==> src/design/lebuf_pkg.sv <==
package lebuf_pkg;

   localparam int DEFAULT_CAPACITY = 64;

   // Fixed widths of the request and response fields.
   localparam int CMD_W   = 2;
   localparam int CODE_W  = 3;
   localparam int CHAR_W  = 8;
   localparam int POS_W   = 7;
   localparam int COUNT_W = 7;

   // Command codes.
   localparam logic [CMD_W-1:0] CMD_KEY    = 2'd0;
   localparam logic [CMD_W-1:0] CMD_CLEAR  = 2'd1;
   localparam logic [CMD_W-1:0] CMD_SETCUR = 2'd2;
   localparam logic [CMD_W-1:0] CMD_READ   = 2'd3;

   // Special key codes.
   localparam logic [CODE_W-1:0] KEY_BACKSPACE = 3'd0;
   localparam logic [CODE_W-1:0] KEY_DELETE    = 3'd1;
   localparam logic [CODE_W-1:0] KEY_LEFT      = 3'd2;
   localparam logic [CODE_W-1:0] KEY_RIGHT     = 3'd3;
   localparam logic [CODE_W-1:0] KEY_HOME      = 3'd4;
   localparam logic [CODE_W-1:0] KEY_END       = 3'd5;

   // Commands from the controller to the datapath.
   typedef struct packed {
      logic load;      // capture the request fields
      logic ptr_init;  // set the shift pointer for an insert or a removal
      logic mem_rd;    // read the character store
      logic mem_wr;    // write the character just read, one place along
      logic ptr_step;  // advance the shift pointer
      logic commit;    // update length, cursor and flag, and issue the response
   } lebuf_ctl_type;

   // Status from the datapath to the controller.
   typedef struct packed {
      logic is_insert;
      logic is_remove;
      logic is_read;
      logic shift_more;
   } lebuf_sts_type;

endpackage

==> src/design/lebuf_ctrl.sv <==
module lebuf_ctrl (
   input  logic                    clock,
   input  logic                    reset,
   input  logic                    start,
   output logic                    busy,
   input  lebuf_pkg::lebuf_sts_type sts,
   output lebuf_pkg::lebuf_ctl_type ctl
);
   import lebuf_pkg::*;

   localparam logic [2:0] S_IDLE     = 3'd0;
   localparam logic [2:0] S_DECIDE   = 3'd1;
   localparam logic [2:0] S_SHIFT_RD = 3'd2;
   localparam logic [2:0] S_SHIFT_WR = 3'd3;
   localparam logic [2:0] S_FINISH   = 3'd4;

   logic [2:0] state_ff;
   logic [2:0] state_in;

   always_comb begin
      state_in = state_ff;
      ctl      = '0;
      case (state_ff)
         S_IDLE: begin
            if (start) begin
               ctl.load = 1'b1;
               state_in = S_DECIDE;
            end
         end
         S_DECIDE: begin
            if (sts.is_insert || sts.is_remove) begin
               ctl.ptr_init = 1'b1;
               state_in     = S_SHIFT_RD;
            end else begin
               // A read in range fetches its character now; the data is
               // registered by the time the result is formed.
               ctl.mem_rd = sts.is_read;
               state_in   = S_FINISH;
            end
         end
         S_SHIFT_RD: begin
            if (sts.shift_more) begin
               ctl.mem_rd = 1'b1;
               state_in   = S_SHIFT_WR;
            end else begin
               state_in = S_FINISH;
            end
         end
         S_SHIFT_WR: begin
            ctl.mem_wr   = 1'b1;
            ctl.ptr_step = 1'b1;
            state_in     = S_SHIFT_RD;
         end
         S_FINISH: begin
            ctl.commit = 1'b1;
            state_in   = S_IDLE;
         end
         default: begin
            state_in = S_IDLE;
         end
      endcase
   end

   assign busy = (state_ff != S_IDLE);

   always_ff @(posedge clock) begin
      if (reset) begin
         state_ff <= S_IDLE;
      end else begin
         state_ff <= state_in;
      end
   end

endmodule

==> src/design/lebuf_datapath.sv <==
module lebuf_datapath #(
   parameter int CAPACITY = lebuf_pkg::DEFAULT_CAPACITY
) (
   input  logic                               clock,
   input  logic                               reset,
   input  lebuf_pkg::lebuf_ctl_type           ctl,
   output lebuf_pkg::lebuf_sts_type           sts,
   input  logic [lebuf_pkg::CMD_W-1:0]        req_cmd,
   input  logic                               req_is_press,
   input  logic                               req_is_printable,
   input  logic [lebuf_pkg::CODE_W-1:0]       req_key_code,
   input  logic [lebuf_pkg::CHAR_W-1:0]       req_char_in,
   input  logic [lebuf_pkg::POS_W-1:0]        req_position,
   output logic                               rsp_strobe,
   output logic                               rsp_handled,
   output logic [lebuf_pkg::COUNT_W-1:0]      rsp_length,
   output logic [lebuf_pkg::COUNT_W-1:0]      rsp_cursor,
   output logic                               rsp_composing,
   output logic                               rsp_full_res,
   output logic [lebuf_pkg::CHAR_W-1:0]       rsp_char_out
);
   import lebuf_pkg::*;

   localparam int IDX_W = $clog2(CAPACITY);
   localparam int LEN_W = $clog2(CAPACITY + 1);
   localparam int CMP_W = (LEN_W > POS_W) ? LEN_W : POS_W;
   localparam logic [LEN_W-1:0] CAP_LEN = LEN_W'(CAPACITY);

   // Captured request.
   logic [CMD_W-1:0]  cmd_ff;
   logic              press_ff;
   logic              printable_ff;
   logic [CODE_W-1:0] code_ff;
   logic [CHAR_W-1:0] char_ff;
   logic [POS_W-1:0]  pos_ff;

   // Architectural state.
   logic [LEN_W-1:0]  len_ff,  len_in;
   logic [LEN_W-1:0]  cur_ff,  cur_in;
   logic              comp_ff, comp_in;

   logic [LEN_W-1:0]  ptr_ff;
   logic [CHAR_W-1:0] text_store_ff [CAPACITY];
   logic [CHAR_W-1:0] rd_data_ff;

   logic              rsp_strobe_ff;
   logic              handled_ff, handled_in;
   logic              full_ff,    full_in;
   logic [COUNT_W-1:0] length_ff;
   logic [COUNT_W-1:0] cursor_ff;
   logic              composing_ff;
   logic [CHAR_W-1:0] char_out_ff, char_out_in;

   logic              key_press;
   logic              ins_req;
   logic              ins_ok;
   logic              bs_ok;
   logic              del_ok;
   logic              rd_ok;
   logic              setcur_ok;
   logic              cur_nonzero;
   logic              cur_below_len;
   logic [CMP_W-1:0]  pos_cmp;
   logic [CMP_W-1:0]  len_cmp;
   logic [LEN_W-1:0]  ptr_next;
   logic [IDX_W-1:0]  rd_addr;
   logic [IDX_W-1:0]  wr_addr;
   logic [CHAR_W-1:0] wr_data;
   logic              mem_we;

   always_comb begin
      key_press     = (cmd_ff == CMD_KEY) && press_ff;
      ins_req       = key_press && printable_ff;
      ins_ok        = ins_req && (len_ff < CAP_LEN);
      cur_nonzero   = (cur_ff != '0);
      cur_below_len = (cur_ff < len_ff);
      bs_ok         = key_press && !printable_ff && (code_ff == KEY_BACKSPACE) && cur_nonzero;
      del_ok        = key_press && !printable_ff && (code_ff == KEY_DELETE) && cur_below_len;
      pos_cmp       = CMP_W'(pos_ff);
      len_cmp       = CMP_W'(len_ff);
      rd_ok         = (cmd_ff == CMD_READ) && (pos_cmp < len_cmp);
      setcur_ok     = (cmd_ff == CMD_SETCUR) && (pos_cmp <= len_cmp);
   end

   always_comb begin
      sts.is_insert = ins_ok;
      sts.is_remove = bs_ok || del_ok;
      sts.is_read   = rd_ok;
      if (ins_ok) begin
         sts.shift_more = (ptr_ff > cur_ff);
      end else begin
         sts.shift_more = ((ptr_ff + LEN_W'(1)) < len_ff);
      end
   end

   // Insert moves characters up from the top end; removal moves them down.
   assign ptr_next = ins_ok ? (ptr_ff - LEN_W'(1)) : (ptr_ff + LEN_W'(1));

   always_comb begin
      if (rd_ok) begin
         rd_addr = IDX_W'(pos_ff);
      end else begin
         rd_addr = ptr_next[IDX_W-1:0];
      end
      if (ctl.commit) begin
         wr_addr = cur_ff[IDX_W-1:0];
         wr_data = char_ff;
      end else begin
         wr_addr = ptr_ff[IDX_W-1:0];
         wr_data = rd_data_ff;
      end
      mem_we = ctl.mem_wr || (ctl.commit && ins_ok);
   end

   always_ff @(posedge clock) begin
      if (mem_we) begin
         text_store_ff[wr_addr] <= wr_data;
      end
      if (ctl.mem_rd) begin
         rd_data_ff <= text_store_ff[rd_addr];
      end
   end

   always_ff @(posedge clock) begin
      if (ctl.load) begin
         cmd_ff       <= req_cmd;
         press_ff     <= req_is_press;
         printable_ff <= req_is_printable;
         code_ff      <= req_key_code;
         char_ff      <= req_char_in;
         pos_ff       <= req_position;
      end
      if (ctl.ptr_init) begin
         if (ins_ok) begin
            ptr_ff <= len_ff;
         end else if (bs_ok) begin
            ptr_ff <= cur_ff - LEN_W'(1);
         end else begin
            ptr_ff <= cur_ff;
         end
      end else if (ctl.ptr_step) begin
         ptr_ff <= ptr_next;
      end
   end

   // Outcome of the command, applied when the controller commits.
   always_comb begin
      len_in      = len_ff;
      cur_in      = cur_ff;
      comp_in     = comp_ff;
      handled_in  = 1'b0;
      full_in     = 1'b0;
      char_out_in = '0;
      case (cmd_ff)
         CMD_KEY: begin
            if (press_ff && printable_ff) begin
               if (ins_ok) begin
                  len_in     = len_ff + LEN_W'(1);
                  cur_in     = cur_ff + LEN_W'(1);
                  comp_in    = 1'b1;
                  handled_in = 1'b1;
               end else begin
                  full_in = 1'b1;
               end
            end else if (press_ff) begin
               case (code_ff)
                  KEY_BACKSPACE: begin
                     if (cur_nonzero) begin
                        len_in     = len_ff - LEN_W'(1);
                        cur_in     = cur_ff - LEN_W'(1);
                        handled_in = 1'b1;
                     end
                  end
                  KEY_DELETE: begin
                     if (cur_below_len) begin
                        len_in     = len_ff - LEN_W'(1);
                        handled_in = 1'b1;
                     end
                  end
                  KEY_LEFT: begin
                     if (cur_nonzero) begin
                        cur_in     = cur_ff - LEN_W'(1);
                        handled_in = 1'b1;
                     end
                  end
                  KEY_RIGHT: begin
                     if (cur_below_len) begin
                        cur_in     = cur_ff + LEN_W'(1);
                        handled_in = 1'b1;
                     end
                  end
                  KEY_HOME: begin
                     if (cur_nonzero) begin
                        cur_in     = '0;
                        handled_in = 1'b1;
                     end
                  end
                  KEY_END: begin
                     if (cur_below_len) begin
                        cur_in     = len_ff;
                        handled_in = 1'b1;
                     end
                  end
                  default: begin
                     handled_in = 1'b0;
                  end
               endcase
            end
         end
         CMD_CLEAR: begin
            len_in     = '0;
            cur_in     = '0;
            comp_in    = 1'b0;
            handled_in = 1'b1;
         end
         CMD_SETCUR: begin
            if (setcur_ok) begin
               cur_in     = LEN_W'(pos_ff);
               handled_in = 1'b1;
            end
         end
         default: begin
            if (rd_ok) begin
               char_out_in = rd_data_ff;
               handled_in  = 1'b1;
            end
         end
      endcase
   end

   always_ff @(posedge clock) begin
      if (reset) begin
         len_ff        <= '0;
         cur_ff        <= '0;
         comp_ff       <= 1'b0;
         rsp_strobe_ff <= 1'b0;
      end else begin
         rsp_strobe_ff <= ctl.commit;
         if (ctl.commit) begin
            len_ff  <= len_in;
            cur_ff  <= cur_in;
            comp_ff <= comp_in;
         end
      end
   end

   always_ff @(posedge clock) begin
      if (ctl.commit) begin
         handled_ff   <= handled_in;
         full_ff      <= full_in;
         length_ff    <= COUNT_W'(len_in);
         cursor_ff    <= COUNT_W'(cur_in);
         composing_ff <= comp_in;
         char_out_ff  <= char_out_in;
      end
   end

   assign rsp_strobe    = rsp_strobe_ff;
   assign rsp_handled   = handled_ff;
   assign rsp_length    = length_ff;
   assign rsp_cursor    = cursor_ff;
   assign rsp_composing = composing_ff;
   assign rsp_full_res  = full_ff;
   assign rsp_char_out  = char_out_ff;

endmodule

==> src/design/line_edit_buffer_core.sv <==
// The request is taken at the accepting edge and a decide state follows; an insert, backspace
// or delete that is carried out then loops over a read state and a write state for each
// character moved (length - cursor for an insert, the characters above the removed one for a
// removal); a finish state commits, and the result beat is registered from it.
// The next command is taken at the edge that takes the result beat; commands do not overlap.
// Reset (synchronous): length, cursor and flag clear; store kept. The receiver cannot stall.
module line_edit_buffer_core #(
   parameter int CAPACITY = lebuf_pkg::DEFAULT_CAPACITY
) (
   input  logic                          clock,
   input  logic                          reset,
   input  logic                          start,
   output logic                          busy,
   input  logic [lebuf_pkg::CMD_W-1:0]   req_cmd,
   input  logic                          req_is_press,
   input  logic                          req_is_printable,
   input  logic [lebuf_pkg::CODE_W-1:0]  req_key_code,
   input  logic [lebuf_pkg::CHAR_W-1:0]  req_char_in,
   input  logic [lebuf_pkg::POS_W-1:0]   req_position,
   output logic                          rsp_strobe,
   output logic                          rsp_handled,
   output logic [lebuf_pkg::COUNT_W-1:0] rsp_length,
   output logic [lebuf_pkg::COUNT_W-1:0] rsp_cursor,
   output logic                          rsp_composing,
   output logic                          rsp_full_res,
   output logic [lebuf_pkg::CHAR_W-1:0]  rsp_char_out
);
   import lebuf_pkg::*;

   // The controller sequences each command: it captures the request beat, lets the
   // datapath decide what the command needs, steps the shift loop through the store
   // when characters must move, and finally commits the new length, cursor and flag.
   // The result beat appears on the cycle after the commit, for one cycle only.
   lebuf_ctl_type ctl;
   lebuf_sts_type sts;

   lebuf_ctrl u_ctrl (
      .clock (clock),
      .reset (reset),
      .start (start),
      .busy  (busy),
      .sts   (sts),
      .ctl   (ctl)
   );

   // The datapath holds the character store, the pointer used while shifting, the
   // length, cursor and composing flag, and the registered result fields.
   lebuf_datapath #(
      .CAPACITY (CAPACITY)
   ) u_datapath (
      .clock            (clock),
      .reset            (reset),
      .ctl              (ctl),
      .sts              (sts),
      .req_cmd          (req_cmd),
      .req_is_press     (req_is_press),
      .req_is_printable (req_is_printable),
      .req_key_code     (req_key_code),
      .req_char_in      (req_char_in),
      .req_position     (req_position),
      .rsp_strobe       (rsp_strobe),
      .rsp_handled      (rsp_handled),
      .rsp_length       (rsp_length),
      .rsp_cursor       (rsp_cursor),
      .rsp_composing    (rsp_composing),
      .rsp_full_res     (rsp_full_res),
      .rsp_char_out     (rsp_char_out)
   );

endmodule
==> config.mk <==
export PLATFORM = sky130hd
export DESIGN_NAME = line_edit_buffer_core
export DESIGN_NICKNAME = d
export VERILOG_FILES = /design/src/design/lebuf_pkg.sv /design/src/design/lebuf_ctrl.sv /design/src/design/lebuf_datapath.sv /design/src/design/line_edit_buffer_core.sv
export SDC_FILE = /design/constraint.sdc
export NUM_CORES = 1
export LEC_CHECK = 0
export ABC_AREA = 0
export BUFFER_PORTS_ARGS = -buffer_cell sky130_fd_sc_hd__buf_2
export CAP_MARGIN = 25
export CORE_AREA = 2 2 214 216
export DETAILED_ROUTE_END_ITERATION = 10
export DIE_AREA = 0 0 216 218
export GPL_TIMING_DRIVEN = 0
export PLACE_DENSITY = 0.71
export SLEW_MARGIN = 15
export SYNTH_ARGS = -nofsm -noshare
export SYNTH_HDL_FRONTEND = slang
export SYNTH_SLANG_ARGS = --single-unit
==> constraint.sdc <==
create_clock -name clock -period 4.9 [get_ports clock]
set_clock_uncertainty 0.1 [all_clocks]
set_input_delay 0 -clock clock [delete_from_list [all_inputs] [get_ports clock]]
set_output_delay 0 -clock clock [all_outputs]
set_load 0.01 [all_outputs]
## Word-level counts from Yosys, hierarchy flattened

Memories as Yosys holds them, arrays and structs flattened. A register that Yosys moved wholly into a read port is not among the register bits.
Cells that the tools add are included.

- Flip-flop bits (word level): 73
- RAM bits: 512
- Input port bits: 25
- Output and inout bits: 27
- Logic and storage cells: 126
- Memories: 1

- $add $sub $neg: 6
- $lt $le $gt $ge: 6
- Equality and inequality tests: 13
- Mux-type cells: 54
- Bitwise operators: 1
- Reductions and logical operators: 27

Memory list:

| name | depth | bits a word | read ports | clocked after memory_dff | write ports | line | source |
|---|---|---|---|---|---|---|---|
| u_datapath.text_store_ff | 64 | 8 | 1 | 1 | 1 | lebuf_datapath.sv:43 | `logic [CHAR_W-1:0] text_store_ff [CAPACITY];` |

Operators by type and width:

| operator | number |
|---|---|
| two-way mux 7 bit | 18 |
| one-hot mux 7 bit (2 select lines) | 2 |
| one-hot mux 7 bit (4 select lines) | 1 |
| adder 7 x 1 -> 7 bit (second input constant) | 3 |
| less-than comparator 7 bit | 3 |
| one-hot mux 7 bit (3 select lines) | 1 |
| subtractor 7 x 1 -> 7 bit (second input constant) | 3 |
| two-way mux 1 bit | 20 |
| equality test 3 x 2 -> 1 bit (second input constant) | 4 |
| logical AND 1 bit | 12 |
| two-way mux 6 bit | 2 |
| one-hot mux 3 bit (4 select lines) | 1 |
| equality test 3 bit (second input constant) | 3 |
| two-way mux 3 bit | 3 |
| two-way mux 8 bit | 1 |
| greater-than comparator 7 bit | 1 |
| <= comparator 7 bit | 1 |
| less-than comparator 7 bit (second input constant) | 1 |
| nonzero test 7 bit | 1 |
| equality test 3 x 1 -> 1 bit (second input constant) | 2 |
| logical NOT 3 bit | 2 |
| one-hot mux 1 bit (2 select lines) | 3 |
| OR reduction 3 bit | 2 |
| equality test 2 bit (second input constant) | 2 |
| other kinds (13) | 15 |

## Depth between registers and ports, before layout

- Word-level depth: 10
- Depth in mapped cells: 16
- Mapped depth without buffers: 12

## Cells and area by module

A second synthesis with hierarchy kept.

- Cell total of the unflattened synthesis: 2017
- Area total of the unflattened synthesis: 25948.6 um2

By module, submodules not included:

| module | instances | cells an instance | area an instance (um2) | seq. area each (um2) |
|---|---|---|---|---|
| lebuf_datapath | 1 | 1993 | 25734.7 | 17556.8 |
| lebuf_ctrl | 1 | 24 | 214.0 | 60.1 |

## Least setup slack after synthesis

Ideal clock, no wire load.

- Path type: flip-flop to flip-flop
- From: register u_datapath.cur_ff[1]
- To: register u_datapath.rd_data_ff[0] (read register of u_datapath.text_store_ff) (enable)
- Library setup time: 0.387 ns
- Arrival time: 3.073 ns
- Required time: 4.413 ns
- Setup slack: 1.341 ns
- Stages on the path, launching flop included: 13
- Buffers on the path: 1
- Period minus slack after synthesis: 3.559 ns
- Cells stage by stage: dfxtp_1 -> clkbuf_1 -> inv_1 -> ha_1 -> or3b_1 -> nor3_2 -> nand2_1 -> inv_2 -> o22ai_1 -> o21ai_2 -> a21oi_1 -> or2_2 -> o31ai_1

RTL lines:

| what | line | source |
|---|---|---|
| start: declaration | lebuf_datapath.sv:39 | `logic [LEN_W-1:0] cur_ff, cur_in;` |
| start signal: assignment | lebuf_datapath.sv:241 | `cur_ff <= cur_in;` |
| end: declaration | lebuf_datapath.sv:44 | `logic [CHAR_W-1:0] rd_data_ff;` |

## Final worst setup path

- From: register u_datapath.len_ff[3] (netlist: u_datapath.len_cmp[3])
- To: register u_datapath.rd_data_ff[3] (read register of u_datapath.text_store_ff) (data pin)

- Cells in the longest elaborated chain, start to end: 6
- Elaborated cells between the ends (all ways): 15
- Classes of those cells: 4 x order compare; 6 x mux; 5 x reduce/logical

Ends and longest elaborated chain:

| what | line | source |
|---|---|---|
| start: declaration | lebuf_datapath.sv:38 | `logic [LEN_W-1:0] len_ff, len_in;` |
| start signal: assignment | lebuf_datapath.sv:240 | `len_ff <= len_in;` |
| less-than comparator 7 bit | lebuf_datapath.sv:76 | `cur_below_len = (cur_ff < len_ff);` |
| logical AND 1 bit | lebuf_datapath.sv:78 | `del_ok = key_press && !printable_ff && (code_ff == KEY_DELETE) && cur_below_len;` |
| logical OR 1 bit | lebuf_datapath.sv:87 | `sts.is_remove = bs_ok \|\| del_ok;` |
| logical OR 1 bit | lebuf_ctrl.sv:31 | `if (sts.is_insert \|\| sts.is_remove) begin` |
| two-way mux 1 bit | lebuf_ctrl.sv:31 |  |
| one-hot mux 1 bit (2 select lines) | lebuf_ctrl.sv:23 | `case (state_ff)` |

Several ways; a longest one is shown, not always the timed one.
A chain may end at the register's enable or synchronous reset.

==> impl_metrics.py <==
metrics = {
    "worst_setup_path": {
        "cp_slowest_cell": "dfxtp_1",
        "start_kind": "flip-flop",
        "cp_top_family": "buffers and inverters",
        "worstPathArrival_ns": 5.00,
        "worst-path-buf-inv": 5,
        "slowest_delay_ns": 0.65,
        "cp_max_fo": 11,
        "end_kind": "flip-flop",
        "cp_cell_sequence": "inv_1 -> ha_1 -> and4_1 -> o21ai_1 -> clkbuf_1 -> nand3_1 -> o21a_1 -> buf_4 -> buf_4 -> clkbuf_1 -> a221oi_1 -> a21oi_1 -> nand3_1 -> a22o_1",
        "crit_type": "flip-flop to flip-flop",
        "worstPathRequired_ns": 5.16,
    },
    "yosys": {
        "syn_nets": 1972,
        "synthFlopType": "edfxtp_1",
        "yosysWarnings": 0,
        "synth-edff-count": 574,
        "yosys-top-cells-count": "edfxtp_1 (574), nand2_1 (281), a21oi_1 (166)",
        "synth_cell_types": 77,
        "postSynthAreaPerCell_sq_um": 13.4,
        "synthTopCellsByArea": "edfxtp_1 (67%), nand2_1 (4.1%), a21oi_1 (3.2%)",
        "ys_seq_area_share_pct": 68.5,
        "netlist_area_sq_mm": 0.0257,
        "postSynth.asyncResetShare_pct": 0,
        "synth.most_common_cell": "edfxtp_1",
        "synth_cells": 1914,
        "yosys.area.top_type": "edfxtp_1",
        "ys_seq_elements": 593,
        "synth_top_area_share_pct": 67.0,
    },
    "global_routing": {
        "use_met2_pct": 48.5,
        "grt_usage_pct": 30.7,
        "grt_start_max_net_pins": 65,
        "grt_pass1_wl_microns": 107000,
        "antenna_found_initial": 0,
        "use_met1_pct": 41.5,
        "grt_pass1_vias": 17206,
        "grt_overflow_total": 0,
        "grt_util_met3_pct": 6.58,
        "grt_busiest_layer": "met2",
    },
    "status": {
        "run_status": "completed",
    },
    "sta": {
        "hold_viol": 0,
        "fmax_mhz": 211,
        "relSlewSlack_pct": 34.9,
        "max_slew.worst_pin.slew_ns": 0.966,
        "grt_setup_unrepaired": "no",
        "fin_setup_tns_ns": 0,
        "slew_viol_final": 0,
        "fin_crit_sh_pct": 96.8,
        "setup_viol": 0,
        "whs_ns": 0.0352,
        "period_minus_slack_ns": 4.74,
    },
    "flow_run": {
        "drv_cap": 0,
    },
    "floorplan": {
        "die_area_sq_mm": 0.0471,
        "initial_core_util_pct": 57.3,
        "die_x_microns": 216,
        "core_area_sq_mm": 0.0449,
        "die_y_microns": 218,
        "io_pins": 52,
        "rows": 78,
    },
    "finish": {
        "nets": 2128,
        "area_growth_pct": 13.7,
        "n_antenna_cell": 0,
        "final_layout_size_suffix_gt1_share_pct": 13.0,
        "postLayoutCoreUtil_pct": 65.1,
    },
    "clocking": {
        "clock_latency_ns": 0.64,
        "htree_levels": 2,
        "ctsRootBufferMaster": "clkbuf_16",
        "clk_pin_slew_ns": 0.06,
        "clock_path_buffers": 3,
        "numClockSinks": 593,
        "cts_tree": "yes",
        "numCtsBuffers": 58,
    },
    "placed_design": {
        "dp_hpwl_microns": 47400,
        "routabilityCongestion": 1.01,
        "io_buffers": 50,
    },
    "power": {
        "power_w": 0.0107,
        "power_density_mw_per_mm2": 368,
        "vdd_drop_max_uv": 352,
        "p_leak_nw": 9.90,
    },
    "detailed_routing": {
        "wl_microns": 71800,
        "drc": 0,
        "drtIter0Drc": 2542,
        "routedWlPerCell_microns": 26.4,
        "dr_total_vias": 17414,
        "ant_nets": 0,
        "viasPerCell": 6.41,
        "firstDrtPassIters": 7,
    },
    "worst_hold_path": {
        "hp-class": "input port to flip-flop",
    },
}
## path summary, 6_finish.rpt
kind              cells after the start                               start  slack (ns)                            endpoint
setup / recovery                     14  u_datapath.len_cmp[3]$_SDFFE_PP0P_        0.16  u_datapath.rd_data_ff[3]$_DFFE_PP_
hold / removal                        2                      req_char_in[6]        0.04     u_datapath.char_ff[6]$_DFFE_PP_
setup reg to reg                     14  u_datapath.len_cmp[3]$_SDFFE_PP0P_        0.16  u_datapath.rd_data_ff[3]$_DFFE_PP_
hold reg to reg                       2     u_datapath.comp_ff$_SDFFE_PP0P_        0.44     u_datapath.comp_ff$_SDFFE_PP0P_
## logic make-up after synthesis
| family | count (synthesis) | synth area share, % |
|---|---|---|
| adders and majority gates | 33 | 1.61 |
| buffers and inverters | 145 | 2.75 |
| muxes | 108 | 5.78 |
| xor gates and xnor gates | 22 | 0.750 |
| DFF | 593 | 68.5 |
| and+or+nand+nor | 607 | 10.3 |
| AOI/OAI and AO/OA | 406 | 10.2 |
## timing repair
action	4_1_cts	5_1_grt
pin swaps	0	0
gates resized for setup	4	16
hold buffers	44	0
setup buffers	0	0
endpoints found under the hold margin	31	0
gates cloned	0	0
setup endpoints to repair	8	8
## where the power goes
group	internal, W	switching, W	leakage, nW
combinational	0.000218	0.000468	3.64
clock	0.00254	0.00192	0.929
sequential	0.00557	0.0000202	5.33
total	0.00833	0.00241	9.90
## stage by stage
step                      worst slack (ns)  instances  area (sq um)
after global routing                0.0618       2717         29200
final                                0.156       2717         29200
after floorplan                       1.34       1914         25700
after detailed placement            -0.151       2568         26800
after CTS                           0.0318       2719         29200
after global placement              -0.487       2564         26700
## routing by layer
metal / part of all wire (%) / up-vias
li1: - / 7605
met1: 39 / 8541
met2: 46 / 1050
met3: 10 / 218
met4: 5.0 / 0
met5: 0 / -
## registers in the layout, indices dropped and copies added (netlist names), 7 cells and up
signal and cells:
u_datapath.rd_data_ff 8, u_datapath.rsp_char_out 8, u_datapath.ptr_ff 7, u_datapath.text_store_ff 512, u_datapath.pos_cmp 7, u_datapath.cur_ff 7
u_datapath.rsp_length 7, u_datapath.char_ff 8, u_datapath.rsp_cursor 7, u_datapath.len_cmp 7
## area by class of cell
cell class,instances,area (sq um)
Sequential cell,593,17600
Fill cell,3240,15700
Multi-Input combinational cell,1176,7460
Clock buffer,69,1490
Timing Repair Buffer,99,791
Tap cell,600,751
Buffer,114,601
Clock inverter,38,397
Inverter,28,105
## worst reg2reg max path: stages, from the launching register on
cell and delay [ns]:
dfxtp_1 0.65, inv_1 0.32, ha_1 0.36, and4_1 0.24, o21ai_1 0.11, clkbuf_1 0.21
nand3_1 0.17, o21a_1 0.29, buf_4 0.34, buf_4 0.25, clkbuf_1 0.44, a221oi_1 0.18
a21oi_1 0.26, nand3_1 0.22, a22o_1 0.33
## layout by cell type (no fill, tap or decap), types with 26 or more instances in the layout
cell | Yosys | final
buf_2 | 35 | 86
mux2i_1 | 73 | 73
clkbuf_16 | 0 | 58
dlygate4sd3_1 | 0 | 44
o21ai_0 | 48 | 48
ha_1 | 33 | 33
mux4_2 | 32 | 32
nand2_1 | 281 | 273
inv_1 | 26 | 26
a221oi_1 | 34 | 34
edfxtp_1 | 574 | 574
a32oi_1 | 33 | 33
nand3_1 | 80 | 80
a21oi_1 | 166 | 161
clkbuf_1 | 57 | 58
nor3_1 | 27 | 27
nor2_1 | 140 | 137
(Power assumes the default switching activity.)
